<file path="src/rtl/pscfq_pkg.sv">
// types, register indexes and verdict codes for the panel short-circuit fault qualifier
package pscfq_pkg;

	// width of the whole-seconds timestamp
	localparam int SEC_BITS = 32;
	localparam int MSEC_BITS = 10;
	localparam int SCORE_BITS = 8;
	localparam int CFG_IDX_BITS = 3;
	localparam int CFG_DATA_BITS = 16;

	// register indexes on the configuration port
	localparam logic [CFG_IDX_BITS-1:0] CFG_PROTECT_ENABLE    = 3'd0;
	localparam logic [CFG_IDX_BITS-1:0] CFG_SCORE_THRESHOLD   = 3'd1;
	localparam logic [CFG_IDX_BITS-1:0] CFG_SELF_PROTECT_MS   = 3'd2;
	localparam logic [CFG_IDX_BITS-1:0] CFG_RESIDUE_LIMIT_SEC = 3'd3;
	localparam logic [CFG_IDX_BITS-1:0] CFG_BURST_READ_MS     = 3'd4;

	// register reset values
	localparam logic [7:0]  RST_SCORE_THRESHOLD   = 8'd12;
	localparam logic [15:0] RST_SELF_PROTECT_MS   = 16'd2000;
	localparam logic [15:0] RST_RESIDUE_LIMIT_SEC = 16'd600;
	localparam logic [15:0] RST_BURST_READ_MS     = 16'd100;

	// seconds beyond which the millisecond distance is clamped
	localparam logic [6:0] DSEC_CLAMP = 7'd100;
	localparam logic [SCORE_BITS-1:0] SCORE_MAX = 8'hFF;

	// verdict codes
	localparam logic [1:0] VERDICT_MATCH     = 2'd0;
	localparam logic [1:0] VERDICT_TOLERATED = 2'd1;
	localparam logic [1:0] VERDICT_FAULT     = 2'd2;
	localparam logic [1:0] VERDICT_IGNORED   = 2'd3;

	typedef struct packed {
		logic [7:0]           read_byte;
		logic [7:0]           expected_byte;
		logic [SEC_BITS-1:0]  now_sec;
		logic [MSEC_BITS-1:0] now_msec;
		logic                 first_of_check;
	} item_t;

	typedef struct packed {
		logic [1:0]            verdict;
		logic                  short_latched;
		logic [SCORE_BITS-1:0] fault_score;
	} result_t;

endpackage

</file>
<file path="src/rtl/panel_short_circuit_fault_qualifier_core.sv">
// panel short-circuit fault qualifier: leaky fault score, tolerance window and short latch
//
//  channel | direction | handshake              | payload
//  --------+-----------+------------------------+-------------------------------
//  in      | in        | in_valid / in_stall    | in_data  (item_t)
//  out     | out       | out_valid / out_stall  | out_data (result_t)
//  cfg     | in        | cfg_valid / cfg_ready  | cfg_index, cfg_data
//
// An item passes from transfer on in to its result on out through the input
// register, then through the judging logic into the result register.
// One item per cycle is sustained while out is not stalled; the score and fault
// time update with the result load, so the next item sees them at once.
// Reset clears the score, the short latch, the fault time and the registers to
// their defaults. A stall on out holds the result and backs up into in_stall
// only when the input register is also full. cfg_ready is always high.
module panel_short_circuit_fault_qualifier_core (
	input  logic                                   clk,
	input  logic                                   arst_n,
	input  logic                                   in_valid,
	output logic                                   in_stall,
	input  pscfq_pkg::item_t                       in_data,
	output logic                                   out_valid,
	input  logic                                   out_stall,
	output pscfq_pkg::result_t                     out_data,
	input  logic                                   cfg_valid,
	output logic                                   cfg_ready,
	input  logic [pscfq_pkg::CFG_IDX_BITS-1:0]     cfg_index,
	input  logic [pscfq_pkg::CFG_DATA_BITS-1:0]    cfg_data
);
	import pscfq_pkg::*;

	// configuration registers
	logic        protect_enable_q;
	logic [7:0]  score_threshold_q;
	logic [15:0] self_protect_ms_q;
	logic [15:0] residue_limit_sec_q;
	logic [15:0] burst_read_ms_q;

	// block state
	logic [SCORE_BITS-1:0] score_q;
	logic                  short_flag_q;
	logic [SEC_BITS-1:0]   last_fault_sec_q;
	logic [MSEC_BITS-1:0]  last_fault_msec_q;
	logic                  check_ended_q;

	// pipeline registers
	logic    s1_valid_q;
	item_t   item_s1;
	logic    out_valid_q;
	result_t res_q;

	// judging logic
	logic                  advance;
	logic                  cfg_write;
	logic                  active;
	logic                  ended_eff;
	logic                  forward;
	logic [SEC_BITS-1:0]   dsec;
	logic                  residue_clear;
	logic [6:0]            dsec_clamped;
	logic [16:0]           dsec_ms;
	logic signed [17:0]    delta;
	logic                  in_window;
	logic [SCORE_BITS-1:0] score_base;
	logic [SCORE_BITS-1:0] score_up;
	logic                  mismatch;
	logic                  tolerate;
	logic                  latch_short;
	logic                  fault;
	logic [SCORE_BITS-1:0] score_n;
	logic                  short_flag_n;
	logic                  check_ended_n;
	result_t               res_n;

	// handshake
	assign advance   = !out_valid_q || !out_stall;
	assign in_stall  = s1_valid_q && !advance;
	assign cfg_ready = 1'b1;
	assign cfg_write = cfg_valid && cfg_ready;
	assign out_valid = out_valid_q;
	assign out_data  = res_q;

	// configuration writes
	always_ff @(posedge clk or negedge arst_n) begin
		if (!arst_n) begin
			protect_enable_q    <= 1'b0;
			score_threshold_q   <= RST_SCORE_THRESHOLD;
			self_protect_ms_q   <= RST_SELF_PROTECT_MS;
			residue_limit_sec_q <= RST_RESIDUE_LIMIT_SEC;
			burst_read_ms_q     <= RST_BURST_READ_MS;
		end else if (cfg_write) begin
			unique case (cfg_index)
				CFG_PROTECT_ENABLE:    protect_enable_q    <= cfg_data[0];
				CFG_SCORE_THRESHOLD:   score_threshold_q   <= cfg_data[7:0];
				CFG_SELF_PROTECT_MS:   self_protect_ms_q   <= cfg_data;
				CFG_RESIDUE_LIMIT_SEC: residue_limit_sec_q <= cfg_data;
				CFG_BURST_READ_MS:     burst_read_ms_q     <= cfg_data;
				default: ;
			endcase
		end
	end

	// time distance to the last fault
	always_comb begin
		forward       = item_s1.now_sec >= last_fault_sec_q;
		dsec          = item_s1.now_sec - last_fault_sec_q;
		residue_clear = forward && (dsec > SEC_BITS'(residue_limit_sec_q));
		dsec_clamped  = (dsec > SEC_BITS'(DSEC_CLAMP)) ? DSEC_CLAMP : dsec[6:0];
		dsec_ms       = 17'(dsec_clamped) * 17'd1000;
		delta         = $signed({1'b0, dsec_ms}) + $signed(18'(item_s1.now_msec))
		                - $signed(18'(last_fault_msec_q));
		in_window     = forward && (delta < $signed({2'b00, self_protect_ms_q}))
		                && (delta > $signed({2'b00, burst_read_ms_q}));
	end

	// score update and verdict
	always_comb begin
		ended_eff   = check_ended_q && !(protect_enable_q && item_s1.first_of_check);
		active      = protect_enable_q && !ended_eff;
		score_base  = residue_clear ? '0 : score_q;
		score_up    = (score_base != SCORE_MAX) ? score_base + 1'b1 : score_base;
		mismatch    = item_s1.read_byte != item_s1.expected_byte;
		tolerate    = in_window && (score_up < score_threshold_q);
		fault       = active && mismatch && !tolerate;
		latch_short = fault && (score_up >= score_threshold_q);

		score_n       = score_q;
		short_flag_n  = short_flag_q;
		check_ended_n = (protect_enable_q && item_s1.first_of_check) ? 1'b0 : check_ended_q;
		res_n.verdict = VERDICT_IGNORED;
		if (active) begin
			if (!mismatch) begin
				score_n       = (score_base != '0) ? score_base - 1'b1 : score_base;
				res_n.verdict = VERDICT_MATCH;
			end else if (tolerate) begin
				score_n       = score_up;
				res_n.verdict = VERDICT_TOLERATED;
			end else begin
				score_n       = latch_short ? '0 : score_up;
				short_flag_n  = short_flag_q || latch_short;
				check_ended_n = 1'b1;
				res_n.verdict = VERDICT_FAULT;
			end
		end
		res_n.short_latched = protect_enable_q && short_flag_n;
		res_n.fault_score   = score_n;
	end

	// control state and valid bits
	always_ff @(posedge clk or negedge arst_n) begin
		if (!arst_n) begin
			s1_valid_q    <= 1'b0;
			out_valid_q   <= 1'b0;
			score_q       <= '0;
			short_flag_q  <= 1'b0;
			check_ended_q <= 1'b0;
			last_fault_sec_q  <= '0;
			last_fault_msec_q <= '0;
		end else begin
			if (advance) begin
				out_valid_q <= s1_valid_q;
			end
			if (!in_stall) begin
				s1_valid_q <= in_valid;
			end
			if (advance && s1_valid_q) begin
				score_q       <= score_n;
				short_flag_q  <= short_flag_n;
				check_ended_q <= check_ended_n;
				if (fault) begin
					last_fault_sec_q  <= item_s1.now_sec;
					last_fault_msec_q <= item_s1.now_msec;
				end
			end
		end
	end

	// payload registers
	always_ff @(posedge clk) begin
		if (!in_stall && in_valid) begin
			item_s1 <= in_data;
		end
		if (advance && s1_valid_q) begin
			res_q <= res_n;
		end
	end

	// the input register only backs up when it holds an item
	a_stall_needs_item: assert property (@(posedge clk) disable iff (!arst_n)
		!s1_valid_q |-> !in_stall)
		else $error("in_stall raised with an empty input register");

	// an item that is not held moves into the result register
	a_item_moves: assert property (@(posedge clk) disable iff (!arst_n)
		s1_valid_q && !in_stall |=> out_valid_q)
		else $error("item lost between input and result register");

	// the short latch never clears outside reset
	a_short_sticky: assert property (@(posedge clk) disable iff (!arst_n)
		short_flag_q |=> short_flag_q)
		else $error("short-circuit latch cleared");

	// a reported fault ends the check
	a_fault_ends_check: assert property (@(posedge clk) disable iff (!arst_n)
		advance && s1_valid_q && res_n.verdict == VERDICT_FAULT |=> check_ended_q)
		else $error("fault did not end the check");

	// a fault that latches short circuit leaves a cleared score
	a_latch_clears_score: assert property (@(posedge clk) disable iff (!arst_n)
		advance && s1_valid_q && latch_short |=> score_q == '0 && short_flag_q)
		else $error("short latch without score clear");

endmodule

</file>
<file path="config.mk">
export PLATFORM = sky130hd
export DESIGN_NAME = panel_short_circuit_fault_qualifier_core
export DESIGN_NICKNAME = d
export VERILOG_FILES = /design/src/rtl/pscfq_pkg.sv /design/src/rtl/panel_short_circuit_fault_qualifier_core.sv
export SDC_FILE = /design/constraint.sdc
export NUM_CORES = 1
export LEC_CHECK = 0
export ABC_AREA = 1
export BUFFER_PORTS_ARGS = -buffer_cell sky130_fd_sc_hd__buf_2
export CAP_MARGIN = 15
export CORE_AREA = 2 2 236 238
export CTS_CLUSTER_SIZE = 8
export DETAILED_ROUTE_END_ITERATION = 10
export DIE_AREA = 0 0 238 240
export PLACE_DENSITY = 0.5
export SYNTH_ARGS = -nofsm -noshare
export SYNTH_HDL_FRONTEND = slang
export SYNTH_SLANG_ARGS = --single-unit
</file>
<file path="constraint.sdc">
create_clock -name clk -period 22 [get_ports clk]
set_input_delay 5.5 -clock clk [delete_from_list [all_inputs] [get_ports clk]]
set_output_delay 5.5 -clock clk [all_outputs]
set_load 0.01 [all_outputs]
</file>
==> impl_results.md <==
- DR WL/cell: 14.0 µm
- RePlAce Congestion: 0.867
- Gate power share: 57.8%
- Clock Skew: 0.0158 ns
- DR vias: 11100
- Fin. Hold Viols: 0
- Number of buffers added on ports: 95
- Power Dens Cells: 123 nW/µm²
- Design area: 15400 µm²
- Layout area overhead: 13.9%
- Syn_nets: 2021
- Initial DRC Count: 538
- Row count: 86
- Area after DPL: 14800 µm²
- Post-cts gate resize count: 0
- Main area contributors after synthesis: dfrtp_1 (18%), edfxtp_1 (16%), nand2_1 (14%), ha_1 (13%), inv_1 (9.2%)
- Crit start category: input pin
- DIE HEIGHT: 240 µm
- TritonCTS Buffers: 17
- Yosys cell types: 50
- Max-Cap Viols: 0
- Post-synth EDFFs: 70
- Worst setup EP type: output pin
- # H-tree levels: 4
- Crit path arrival time: 5.92 ns
- RSZ-0062 raised after global routing: false
- Clock latency on the worst-skew pair: 0.46 ns
- First-pass GRT wire length: 58.0 mm
- Largest net degree at the start of global routing: 78
- Async SR Flop Fraction: 61.3%
- Status: finished clean
- Post-Synthesis Cells: 1767
- Hold crit path type: reg -> reg
- Place WS: 10.57 ns
- Post-route setup slack: 10.58 ns
- Clk pwr share: 16.7%
- Final setup viols: 0
- Initial antenna violation count: 0
- DRT Pass-1 Iters: 5
- Overall die area: 57100 µm²
- Initial core utilization: 24.8%
- Area of the core: 54700 µm²
- Final net count: 2111
- Fin util: 28.2%
- Routed wire length: 35.9 mm
- Fmax: 87.5 MHz
- Non-Filler Instances: 2574
- Hold_buf cts: 0
- Total track usage: 13.1%
- Critical path type: in -> out
- TritonCTS clock tree: built
- Register area share after synthesis: 36.2%
- Minimum clock period: 11.42 ns
- CTS root buf: clkbuf_16
- Worst EP required: 16.50 ns
- DP HPWL: 29.0 mm
- Slew headroom: 26.1%
- Yosys reg bits: 181
- Peak VDD IR: 69.9 µV
- Mean Syn Cell Area: 7.66 µm²
- I/O Pins: 97
- Net Sw Frac: 47.3%
- Primary FF master, synth: dfrtp_1
- Sequential Power Share: 25.4%
- Longest Clk Path Bufs: 2
- Final Max Tran Viols: 0
- Largest area contributor in the netlist: dfrtp_1
- Pint: 0.000996 W
- Synthesized area: 13500 µm²
- Leakage Power: 7.87 nW
- Clock sinks: 181
- Area share of the largest cell type after synthesis: 17.8%
- Worst-Margin Slew: 1.11 ns
- Post-route ant nets: 0
- # DRC: 0
- Crit-path max FO: 3
- Inst Count DP: 2540
- Setup TNS: 0 ns
- Warnings from Yosys: 0
- Vias per inst: 4.33
- Remaining global-route overflow: 0
- Antenna diode count: 0
- Final Cycle Share: 51.9%
- Die W: 238 µm
- Clock transition at path regs: 0.08 ns
- Layout cells sized above 1: 10.4%
- Vias in the first global route: 11000
- Net switching power: 0.000893 W
- Setup bufs post-CTS: 0
-- state kept, by name, indices dropped and copies added (netlist names) --
signal and cells:
protect_enable_q 1, s1_valid_q 1, out_valid 1, residue_limit_sec_q 16, out_data 11, burst_read_ms_q 16, last_fault_sec_q 32, score_q 8
check_ended_q 1, short_flag_q 1, score_threshold_q 8, item_s1 59, last_fault_msec_q 10, self_protect_ms_q 16
-- through the flow --
step | hold slack, ns | total power (W)
finish | 0.470 | 0.00189
global route | 0.507 | 0.00210
CTS | 0.480 | 0.00192
detailed placement | 0.458 | 0.00159
global placement | 0.451 | 0.00157
floorplan | 0.427 | 0.00128
-- logic make-up (layout without fill, tap and decap cells) --
logic type / after synthesis / in the layout / synth area share [%]
other: 1 / 1 / 0.0277
adders and majority gates: 171 / 171 / 17.3
AOI/OAI and AO/OA: 219 / 219 / 8.82
and+or+nand+nor: 774 / 774 / 24.3
DFF: 181 / 181 / 36.2
buffers and inverters: 378 / 481 / 10.7
xor gates and xnor gates: 43 / 43 / 2.78
-- synthesized netlist by cell type, types with 7 or more instances --
library cell	n
o21ai_0	114
ha_1	145
nor2_2	11
inv_1	331
a21oi_1	65
dfrtp_1	96
fa_1	26
xnor2_1	13
inv_2	14
nand3_1	91
nor3_1	14
xor2_1	30
nand3b_1	10
nand4_1	19
and2_1	7
dfstp_2	15
buf_2	7
nand2_2	9
edfxtp_1	70
nand2_1	514
nor2_1	80
clkbuf_1	19
-- cells in the final DEF (no fill, tap or decap), types with 6 or more instances in the layout --
cell type    n
nand2_1    514
inv_1      330
ha_1       145
o21ai_0    114
dfrtp_1     96
buf_2       94
nand3_1     91
nor2_1      80
edfxtp_1    70
a21oi_1     64
xor2_1      30
fa_1        26
clkbuf_16   21
nand4_1     19
inv_2       15
dfstp_2     15
nor3_1      14
xnor2_1     13
nor2_2      10
nand3b_1    10
nand2_2      9
and2_1       7
a31oi_1      6
-- power by group through the flow --
stage	registers [W]	logic, W	clock network (W)
5_1_grt	0.000490	0.00127	0.000341
3_5_place_dp	0.000487	0.00110	0
4_1_cts	0.000481	0.00111	0.000330
3_3_place_gp	0.000486	0.00108	0
6_report	0.000481	0.00109	0.000316
2_1_floorplan	0.000472	0.000805	0
-- final cells by class --
| cell class | count | area [µm²] |
|---|---|---|
| Fill cell | 6007 | 39200 |
| Tap cell | 704 | 881 |
| Clock inverter | 8 | 56.3 |
| Inverter | 349 | 1310 |
| Clock buffer | 24 | 547 |
| Sequential cell | 181 | 4900 |
| Multi-Input combinational cell | 1208 | 7200 |
| Timing Repair Buffer | 100 | 523 |
-- path summary, 6_finish.rpt --
| path | startpoint | end | slack [ns] | cells past startpoint |
|---|---|---|---|---|
| hold / removal | short_flag_q | short_flag_q | 0.47 | 2 |
| min in group asynchronous | arst_n | score_q[1] | 5.08 | 1 |
| max in group asynchronous | arst_n | last_fault_sec_q[21] | 15.60 | 2 |
| hold reg to reg | short_flag_q | short_flag_q | 0.47 | 2 |
| setup / recovery | out_stall | in_stall | 10.58 | 4 |
| setup reg to reg | item_s1[11] | last_fault_msec_q[0] | 11.85 | 49 |
-- worst max-delay path, cell delays in order --
cell and delay (ns):
buf_2 0.08, nand2_1 0.07, nor2_1 0.12, buf_2 0.15
-- layer usage --
layer / wire length (µm) / share of wire (%) / track usage [%]
met1: 17200 / 48 / 16.7
met2: 17100 / 48 / 22.7
met3: 1060 / 3.0 / 2.09
met4: 587 / 1.6 / 3.88
met5: 0 / 0 / 0
No activity file was read; power rests on OpenSTA's default activity.
